**src/pop3_command_checker_macros.svh**
```systemverilog
// Assertion macros shared by the POP3 command checker modules.
// Each macro expects i_clk and i_rst_n in the scope where it is used.
`ifndef POP3_COMMAND_CHECKER_MACROS_SVH
`define POP3_COMMAND_CHECKER_MACROS_SVH

// Same-cycle implication, checked out of reset.
`define POP3CC_ASSERT_NOW(label, ante, cons, msg) \
    label: assert property (@(posedge i_clk) disable iff (!i_rst_n) \
        (ante) |-> (cons)) else $error(msg);

// Next-cycle implication, checked out of reset.
`define POP3CC_ASSERT_NEXT(label, ante, cons, msg) \
    label: assert property (@(posedge i_clk) disable iff (!i_rst_n) \
        (ante) |=> (cons)) else $error(msg);

`endif

```
**src/pop3cc_pkg.sv**
```systemverilog
// Package for the POP3 command checker: keyword table, codes and shared types.
// No dependencies; used by pop3cc_tracker and pop3_command_checker.
package pop3cc_pkg;

    localparam int NUM_PAT  = 22;
    localparam int TEXT_LEN = 15;

    localparam logic [7:0] CHAR_CR    = 8'h0D;
    localparam logic [7:0] CHAR_LF    = 8'h0A;
    localparam logic [7:0] CHAR_SPACE = 8'h20;
    localparam logic [7:0] CHAR_ZERO  = 8'h30;
    localparam logic [7:0] CHAR_NINE  = 8'h39;

    localparam logic [4:0] POS_MAX = 5'd31;
    localparam logic [NUM_PAT-1:0] MASK_ALL = '1;

    // Keyword kinds
    localparam logic [1:0] KIND_BARE    = 2'd0;
    localparam logic [1:0] KIND_COUNTED = 2'd1;
    localparam logic [1:0] KIND_CHECKED = 2'd2;

    // Command codes
    localparam logic [4:0] CMD_NONE   = 5'd0;
    localparam logic [4:0] CMD_OK     = 5'd1;
    localparam logic [4:0] CMD_ERR    = 5'd2;
    localparam logic [4:0] CMD_DELE   = 5'd3;
    localparam logic [4:0] CMD_LIST   = 5'd4;
    localparam logic [4:0] CMD_RETR   = 5'd5;
    localparam logic [4:0] CMD_TOP    = 5'd6;
    localparam logic [4:0] CMD_STAT   = 5'd7;
    localparam logic [4:0] CMD_APOP   = 5'd8;
    localparam logic [4:0] CMD_NOOP   = 5'd9;
    localparam logic [4:0] CMD_QUIT   = 5'd10;
    localparam logic [4:0] CMD_RSET   = 5'd11;
    localparam logic [4:0] CMD_RST    = 5'd12;
    localparam logic [4:0] CMD_UIDL   = 5'd13;
    localparam logic [4:0] CMD_EXPIRE = 5'd14;
    localparam logic [4:0] CMD_LOGIND = 5'd15;
    localparam logic [4:0] CMD_CAPA   = 5'd16;
    localparam logic [4:0] CMD_IMPL   = 5'd17;
    localparam logic [4:0] CMD_USER   = 5'd18;
    localparam logic [4:0] CMD_PASS   = 5'd19;

    // Verdict codes
    localparam logic [2:0] VERD_OK       = 3'd0;
    localparam logic [2:0] VERD_BAD_ONE  = 3'd1;
    localparam logic [2:0] VERD_BAD_TWO  = 3'd2;
    localparam logic [2:0] VERD_TOO_FEW  = 3'd3;
    localparam logic [2:0] VERD_TOO_MANY = 3'd4;

    // Text is right-justified: the first character sits in the top used byte.
    typedef struct packed {
        logic [8*TEXT_LEN-1:0] text;
        logic [3:0]            len;
        logic [4:0]            code;
        logic [1:0]            kind;
        logic [1:0]            nargs;
        logic [1:0]            int_mask;
    } t_keyword;

    typedef struct packed {
        logic [4:0] command_code;
        logic [2:0] verdict;
        logic [1:0] token_count;
    } t_result;

    // Listed in priority order: the earliest fitting entry wins.
    localparam t_keyword KEYWORDS [NUM_PAT] = '{
        '{"+OK",                    4'd3,  CMD_OK,     KIND_BARE,    2'd0, 2'd0},
        '{"-ERR",                   4'd4,  CMD_ERR,    KIND_BARE,    2'd0, 2'd0},
        '{"DELE ",                  4'd5,  CMD_DELE,   KIND_CHECKED, 2'd1, 2'd1},
        '{"LIST\015\012",           4'd6,  CMD_LIST,   KIND_BARE,    2'd0, 2'd0},
        '{"LIST ",                  4'd5,  CMD_LIST,   KIND_CHECKED, 2'd1, 2'd1},
        '{"RETR ",                  4'd5,  CMD_RETR,   KIND_CHECKED, 2'd1, 2'd1},
        '{"TOP ",                   4'd4,  CMD_TOP,    KIND_CHECKED, 2'd2, 2'd3},
        '{"TOP",                    4'd3,  CMD_TOP,    KIND_BARE,    2'd0, 2'd0},
        '{"STAT\015\012",           4'd6,  CMD_STAT,   KIND_BARE,    2'd0, 2'd0},
        '{"APOP ",                  4'd5,  CMD_APOP,   KIND_CHECKED, 2'd2, 2'd0},
        '{"NOOP\015\012",           4'd6,  CMD_NOOP,   KIND_BARE,    2'd0, 2'd0},
        '{"QUIT\015\012",           4'd6,  CMD_QUIT,   KIND_BARE,    2'd0, 2'd0},
        '{"RSET\015\012",           4'd6,  CMD_RSET,   KIND_BARE,    2'd0, 2'd0},
        '{"RST\015\012",            4'd5,  CMD_RST,    KIND_BARE,    2'd0, 2'd0},
        '{"UIDL\015\012",           4'd6,  CMD_UIDL,   KIND_BARE,    2'd0, 2'd0},
        '{"EXPIRE NEVER\015\012",   4'd14, CMD_EXPIRE, KIND_COUNTED, 2'd1, 2'd0},
        '{"EXPIRE ",                4'd7,  CMD_EXPIRE, KIND_CHECKED, 2'd1, 2'd1},
        '{"LOGIN-DELAY ",           4'd12, CMD_LOGIND, KIND_CHECKED, 2'd1, 2'd1},
        '{"CAPA\015\012",           4'd6,  CMD_CAPA,   KIND_BARE,    2'd0, 2'd0},
        '{"IMPLEMENTATION ",        4'd15, CMD_IMPL,   KIND_CHECKED, 2'd1, 2'd0},
        '{"USER ",                  4'd5,  CMD_USER,   KIND_CHECKED, 2'd1, 2'd0},
        '{"PASS ",                  4'd5,  CMD_PASS,   KIND_CHECKED, 2'd1, 2'd0}
    };

    // Character of a keyword at a position; valid only for pos below len.
    function automatic logic [7:0] pat_byte(input t_keyword k, input logic [4:0] pos);
        logic [3:0] idx;
        idx = k.len - 4'd1 - pos[3:0];
        return k.text[{idx, 3'b000} +: 8];
    endfunction

endpackage

```
**src/pop3cc_tracker.sv**
```systemverilog
// Per-message state of the POP3 command checker: keyword match, token split
// and digit checks. Uses pop3cc_pkg and pop3_command_checker_macros.svh.
`include "pop3_command_checker_macros.svh"

module pop3cc_tracker
    import pop3cc_pkg::*;
(
    input  logic       i_clk,
    input  logic       i_rst_n,
    input  logic       i_step,
    input  logic [7:0] i_data_byte,
    input  logic       i_last_byte,
    output t_result    o_result
);

    logic [4:0]         r_pos,      n_pos;
    logic [NUM_PAT-1:0] r_mask,     n_mask;
    logic [4:0]         r_chosen,   n_chosen;
    logic               r_args_end, n_args_end;
    logic               r_inside,   n_inside;
    logic [1:0]         r_tokens,   n_tokens;
    logic               r_bad_one,  n_bad_one;
    logic               r_bad_two,  n_bad_two;

    always_comb begin
        logic [1:0] tok;
        logic [5:0] pos_inc;
        logic       found;
        tok        = r_tokens;
        pos_inc    = {1'b0, r_pos} + 6'd1;
        found      = 1'b0;
        n_pos      = r_pos;
        n_mask     = r_mask;
        n_chosen   = r_chosen;
        n_args_end = r_args_end;
        n_inside   = r_inside;
        n_tokens   = r_tokens;
        n_bad_one  = r_bad_one;
        n_bad_two  = r_bad_two;
        o_result   = '{CMD_NONE, VERD_OK, 2'd0};

        // Argument bytes: split at spaces, stop at the first CR or LF
        if (r_chosen != CMD_NONE && !r_args_end) begin
            if (i_data_byte == CHAR_CR || i_data_byte == CHAR_LF) begin
                n_args_end = 1'b1;
                n_inside   = 1'b0;
            end else if (i_data_byte == CHAR_SPACE) begin
                n_inside = 1'b0;
            end else begin
                if (!r_inside && r_tokens != 2'd3) begin
                    tok = r_tokens + 2'd1;
                end
                n_inside = 1'b1;
                n_tokens = tok;
                if (i_data_byte < CHAR_ZERO || i_data_byte > CHAR_NINE) begin
                    if (tok == 2'd1) begin
                        n_bad_one = 1'b1;
                    end else if (tok == 2'd2) begin
                        n_bad_two = 1'b1;
                    end
                end
            end
        end

        // Keyword match: drop candidates that disagree at this position
        for (int i = 0; i < NUM_PAT; i++) begin
            if (r_mask[i] && r_pos < {1'b0, KEYWORDS[i].len}) begin
                if (pat_byte(KEYWORDS[i], r_pos) != i_data_byte) begin
                    n_mask[i] = 1'b0;
                end else if (r_pos == {1'b0, KEYWORDS[i].len - 4'd1}
                             && KEYWORDS[i].kind != KIND_BARE) begin
                    n_chosen = KEYWORDS[i].code;
                end
            end
        end

        if (r_pos != POS_MAX) begin
            n_pos = r_pos + 5'd1;
        end

        // Result: earliest surviving keyword that fits inside the message
        for (int i = 0; i < NUM_PAT; i++) begin
            if (!found && n_mask[i] && {2'b00, KEYWORDS[i].len} <= pos_inc) begin
                found = 1'b1;
                o_result.command_code = KEYWORDS[i].code;
                if (KEYWORDS[i].kind != KIND_BARE) begin
                    o_result.token_count = n_tokens;
                end
                if (KEYWORDS[i].kind == KIND_CHECKED) begin
                    if (KEYWORDS[i].int_mask[0] && n_bad_one) begin
                        o_result.verdict = VERD_BAD_ONE;
                    end
                    if (KEYWORDS[i].int_mask[1] && n_bad_two) begin
                        o_result.verdict = VERD_BAD_TWO;
                    end
                    if (n_tokens < KEYWORDS[i].nargs) begin
                        o_result.verdict = VERD_TOO_FEW;
                    end else if (n_tokens > KEYWORDS[i].nargs) begin
                        o_result.verdict = VERD_TOO_MANY;
                    end
                end
            end
        end
    end

    always_ff @(posedge i_clk) begin
        if (!i_rst_n || (i_step && i_last_byte)) begin
            r_pos      <= '0;
            r_mask     <= MASK_ALL;
            r_chosen   <= CMD_NONE;
            r_args_end <= 1'b0;
            r_inside   <= 1'b0;
            r_tokens   <= '0;
            r_bad_one  <= 1'b0;
            r_bad_two  <= 1'b0;
        end else if (i_step) begin
            r_pos      <= n_pos;
            r_mask     <= n_mask;
            r_chosen   <= n_chosen;
            r_args_end <= n_args_end;
            r_inside   <= n_inside;
            r_tokens   <= n_tokens;
            r_bad_one  <= n_bad_one;
            r_bad_two  <= n_bad_two;
        end
    end

    `POP3CC_ASSERT_NEXT(a_clear_after_last, i_step && i_last_byte, r_pos == '0 && r_mask == MASK_ALL && r_chosen == CMD_NONE, "state not cleared after last byte")
    `POP3CC_ASSERT_NOW(a_chosen_after_keyword, r_chosen != CMD_NONE, r_pos >= 5'd4, "command chosen before any keyword could end")
    `POP3CC_ASSERT_NOW(a_end_needs_command, r_args_end, r_chosen != CMD_NONE, "argument end seen without a command")

endmodule

```
**config.mk**
```make
export PLATFORM = sky130hd
export DESIGN_NAME = pop3cc_tracker
export DESIGN_NICKNAME = d
export VERILOG_FILES = /design/src/pop3cc_pkg.sv /design/src/pop3cc_tracker.sv
export VERILOG_INCLUDE_DIRS = /design/src /design/src/src
export SDC_FILE = /design/constraint.sdc
export NUM_CORES = 1
export LEC_CHECK = 0
export BUFFER_PORTS_ARGS = -buffer_cell sky130_fd_sc_hd__buf_4
export CORE_MARGIN = 3
export CORE_UTILIZATION = 50
export CTS_CLUSTER_DIAMETER = 50
export CTS_CLUSTER_SIZE = 25
export DETAILED_ROUTE_END_ITERATION = 7
export GPL_ROUTABILITY_DRIVEN = 0
export PLACE_DENSITY = 0.66
export SYNTH_ARGS = -nofsm -noshare
export SYNTH_HDL_FRONTEND = slang
export SYNTH_SLANG_ARGS = --single-unit
```
**constraint.sdc**
```tcl
create_clock -name i_clk -period 7 [get_ports i_clk]
set_input_delay 1.4 -clock i_clk [delete_from_list [all_inputs] [get_ports i_clk]]
set_output_delay 1.4 -clock i_clk [all_outputs]
set_load 0.005 [all_outputs]
```
==> reports/summary.txt <==
Run status - finished, final reports clean
Mapped Cells - 969
Max Buffers Root-to-Sink - 2
Ant diodes - 0
R2r setup slk - 2610 ps
Layout net count - 972
DR iter-0 viols - 1117
Commonest non-fill, non-tap cell in the layout - nand2_1
Most frequent cells in the layout - nand2_1 (101), nor2_1 (76), o21ai_0 (59)
Ys flop type - dfxtp_1
Total GRT Usage - 32.4%
Antenna violations before repair - 0
Clock root buffer - clkbuf_16
Synth warn - 0
Power per cell area - 126 nW/um^2
Max_cap viols - 0
Critical Path Max Stage Delay - 530 ps
Syn Area/Cell - 6.94 sq um
Clk_lat worst skew - 290 ps
FMAX - 162 MHz
Core area - 12900 sq um
Drt pass-1 iters - 6
Share of cells above drive strength 1 - 10.7%
Grt ovf - 0
Setup crit start kind - flip-flop
Hold Startpoint - r_mask[0]
CTS tree - built
Final TNS setup - 0 ps
CTS sink cnt - 38
Async SR Flop Fraction - 0%
Kind of cell adding the most delay to the critical path - compound AO/OA/AOI/OAI gates
Critical path cell sequence - buf_4, ha_1, buf_4, xor2_2, buf_4, nor2_1, a2111oi_0, o2111ai_1, o31a_1, o22ai_1, nand4b_1, nor2_1, a2111oi_0, nor3_1, buf_4
Global-route wire length before repair - 38.1 mm
CP Capture Type - output pin
Pleak - 2.62 nW
Register area share after synthesis - 11.3%
FP Rows - 41
I/O Buffers - 21
Yosys reg bits - 38
Cts repair resizes - 0
Die area - 14900 sq um
Wirelength, routed - 24.5 mm
Postcts setup bufs - 0
Via Count - 7768
Slew Limit Headroom - 16.3%
Hold WC Path Type - flip-flop to flip-flop
# DRC - 0
H-tree depth - 2
Worst-path maximum fanout - 32
Worst-path clk slew - 60 ps
Worst Path Required - 5600 ps
Syn-to-layout area delta - 3.82%
Yosys cell types - 100
Worst Skew - 5.42 ps
Drt wl/cell - 22.2 um
Synthesized cell area - 6720 sq um
Crit Path Category - flip-flop to output pin
CP dominant cell by count - buf_4
Worst Path Buf+Inv - 4
Number of global-route vias before repair - 6927
Reg-to-Reg Start - r_pos[2]
Worst Tran Pin Value - 1240 ps
Reg2Reg Depth - 14
Hold Worst Slack - 464 ps
Slowest CP cell - a2111oi_0
Hpwl dp - 17.2 mm
RSZ-0062 raised after global routing - no
Hold Path Sink - r_mask[0]
Starting Density - 52.2%
Largest net degree at the start of global routing - 46
Hold Buf Count CTS - 0
Die height - 122 um
Pins Over Slew Limit - 0
Cts bufs inserted - 5
Reg2reg end - r_chosen[4]
Via/cell ratio - 7.02
Syn_nets - 1008
Finish-stage setup viols - 0
Final worst-path cycle share - 88.1%
Top-level I/O count - 22
Chip width - 122 um
Post-detailed-route count of antenna-violating nets - 0
Worst VDD drop - 0.0845 mV
Hold Path Stages - 2
Shortest period the worst path allows - 6170 ps
WP data arrival - 4770 ps
Post-synth EDFFs - 0
Hold Vio Cnt, Final - 0
==> power by group <==
part,total [W],internal (W),switching (W),leakage [nW]
logic,0.000403,0.000142,0.000260,2.24
clock network,0.000237,0.000141,0.0000953,0.0739
registers,0.000241,0.000229,0.0000113,0.314
==> per-layer routing <==
| layer | share of wire [%] | vias to the layer above | global-route usage (%) |
|---|---|---|---|
| met2 | 41 | 493 | 46.5 |
| li1 | - | 3580 | - |
| met5 | 0 | - | 0 |
| met4 | 4.8 | 0 | 13.4 |
| met1 | 43 | 3612 | 46.5 |
| met3 | 11 | 83 | 7.15 |
==> synth_stat cells (all sizes together) (7+ instances only) <==
| library cell | instances | share of area [%] |
|---|---|---|
| nand2 | 104 | 5.9 |
| nor2 | 77 | 4.3 |
| o21ai | 63 | 4.9 |
| a21oi | 56 | 4.3 |
| buf | 49 | 4.2 |
| nand3 | 43 | 3.2 |
| dfxtp | 38 | 11 |
| nor3 | 38 | 3.1 |
| clkbuf | 34 | 1.9 |
| xnor2 | 30 | 4.0 |
| ha | 27 | 5.0 |
| nand4 | 23 | 2.1 |
| inv | 22 | 1.2 |
| nor2b | 22 | 2.2 |
| or3 | 18 | 1.7 |
| a31oi | 17 | 1.8 |
| xor2 | 17 | 2.3 |
| nand2b | 15 | 1.4 |
| o31ai | 15 | 1.7 |
| a211oi | 14 | 1.6 |
| o211ai | 14 | 1.6 |
| mux2i | 11 | 1.6 |
| and2 | 10 | 0.97 |
| and3 | 10 | 0.93 |
| o2111ai | 10 | 1.3 |
| nand4b | 9 | 1.4 |
| nor4 | 9 | 0.84 |
| o31a | 9 | 1.2 |
| a31o | 8 | 1.0 |
| o22ai | 8 | 0.84 |
| or4 | 8 | 0.95 |
| a21o | 7 | 0.78 |
==> sequential cells by signal, summed over array words and instances, names as in the netlist <==
signal	cells
r_chosen	5
r_mask	22
r_tokens	2
r_inside	1
r_bad_one	1
r_args_end	1
r_pos	5
r_bad_two	1
==> worst max path at each step <==
stage                        endpoint  slack, ps            from  cells past startpoint
after global routing      o_result[2]        460        r_pos[2]                     15
final                     o_result[2]        830        r_pos[2]                     15
after global placement    o_result[6]       1140  i_data_byte[3]                     12
after floorplan           o_result[0]       1760        r_pos[1]                     14
after detailed placement  o_result[2]       1110  i_data_byte[3]                     12
after CTS                 o_result[2]        960        r_pos[0]                     16
==> tightest hold or removal path, cell delays in order, from the launching register on <==
cell and delay [ps]:
dfxtp_1 310, nand2_1 60, nand2_1 50
==> through the flow <==
step | utilization (%) | setup WS, ps | power (W) | cell area (sq um) | std cells
after floorplan | - | 1760 | 0.000540 | 6720 | 969
after global placement | 53.1 | 1140 | 0.000629 | 6830 | 1098
after detailed placement | 53.1 | 1110 | 0.000630 | 6830 | 1098
after CTS | 54.2 | 955 | 0.000867 | 6980 | 1106
after global routing | 54.2 | 461 | 0.000923 | 6980 | 1106
final | 54.2 | 833 | 0.000880 | 6980 | 1106
==> cell type report <==
type,count,area [sq um]
Clock inverter,1,5.00
Multi-Input combinational cell,824,5470
Sequential cell,38,761
Clock buffer,7,143
Timing Repair Buffer,40,300
Tap cell,172,215
Fill cell,1292,5900
Inverter,24,90.1
==> logic make-up after synthesis <==
| logic type | share of synthesized area [%] |
|---|---|
| AOI/OAI and AO/OA | 32.6 |
| buffers and inverters | 7.39 |
| and+or+nand+nor | 34.9 |
| muxes | 2.48 |
| xor gates and xnor gates | 6.35 |
| DFF | 11.3 |
| adders and majority gates | 5.03 |
No activity file was read; power rests on OpenSTA's default activity.
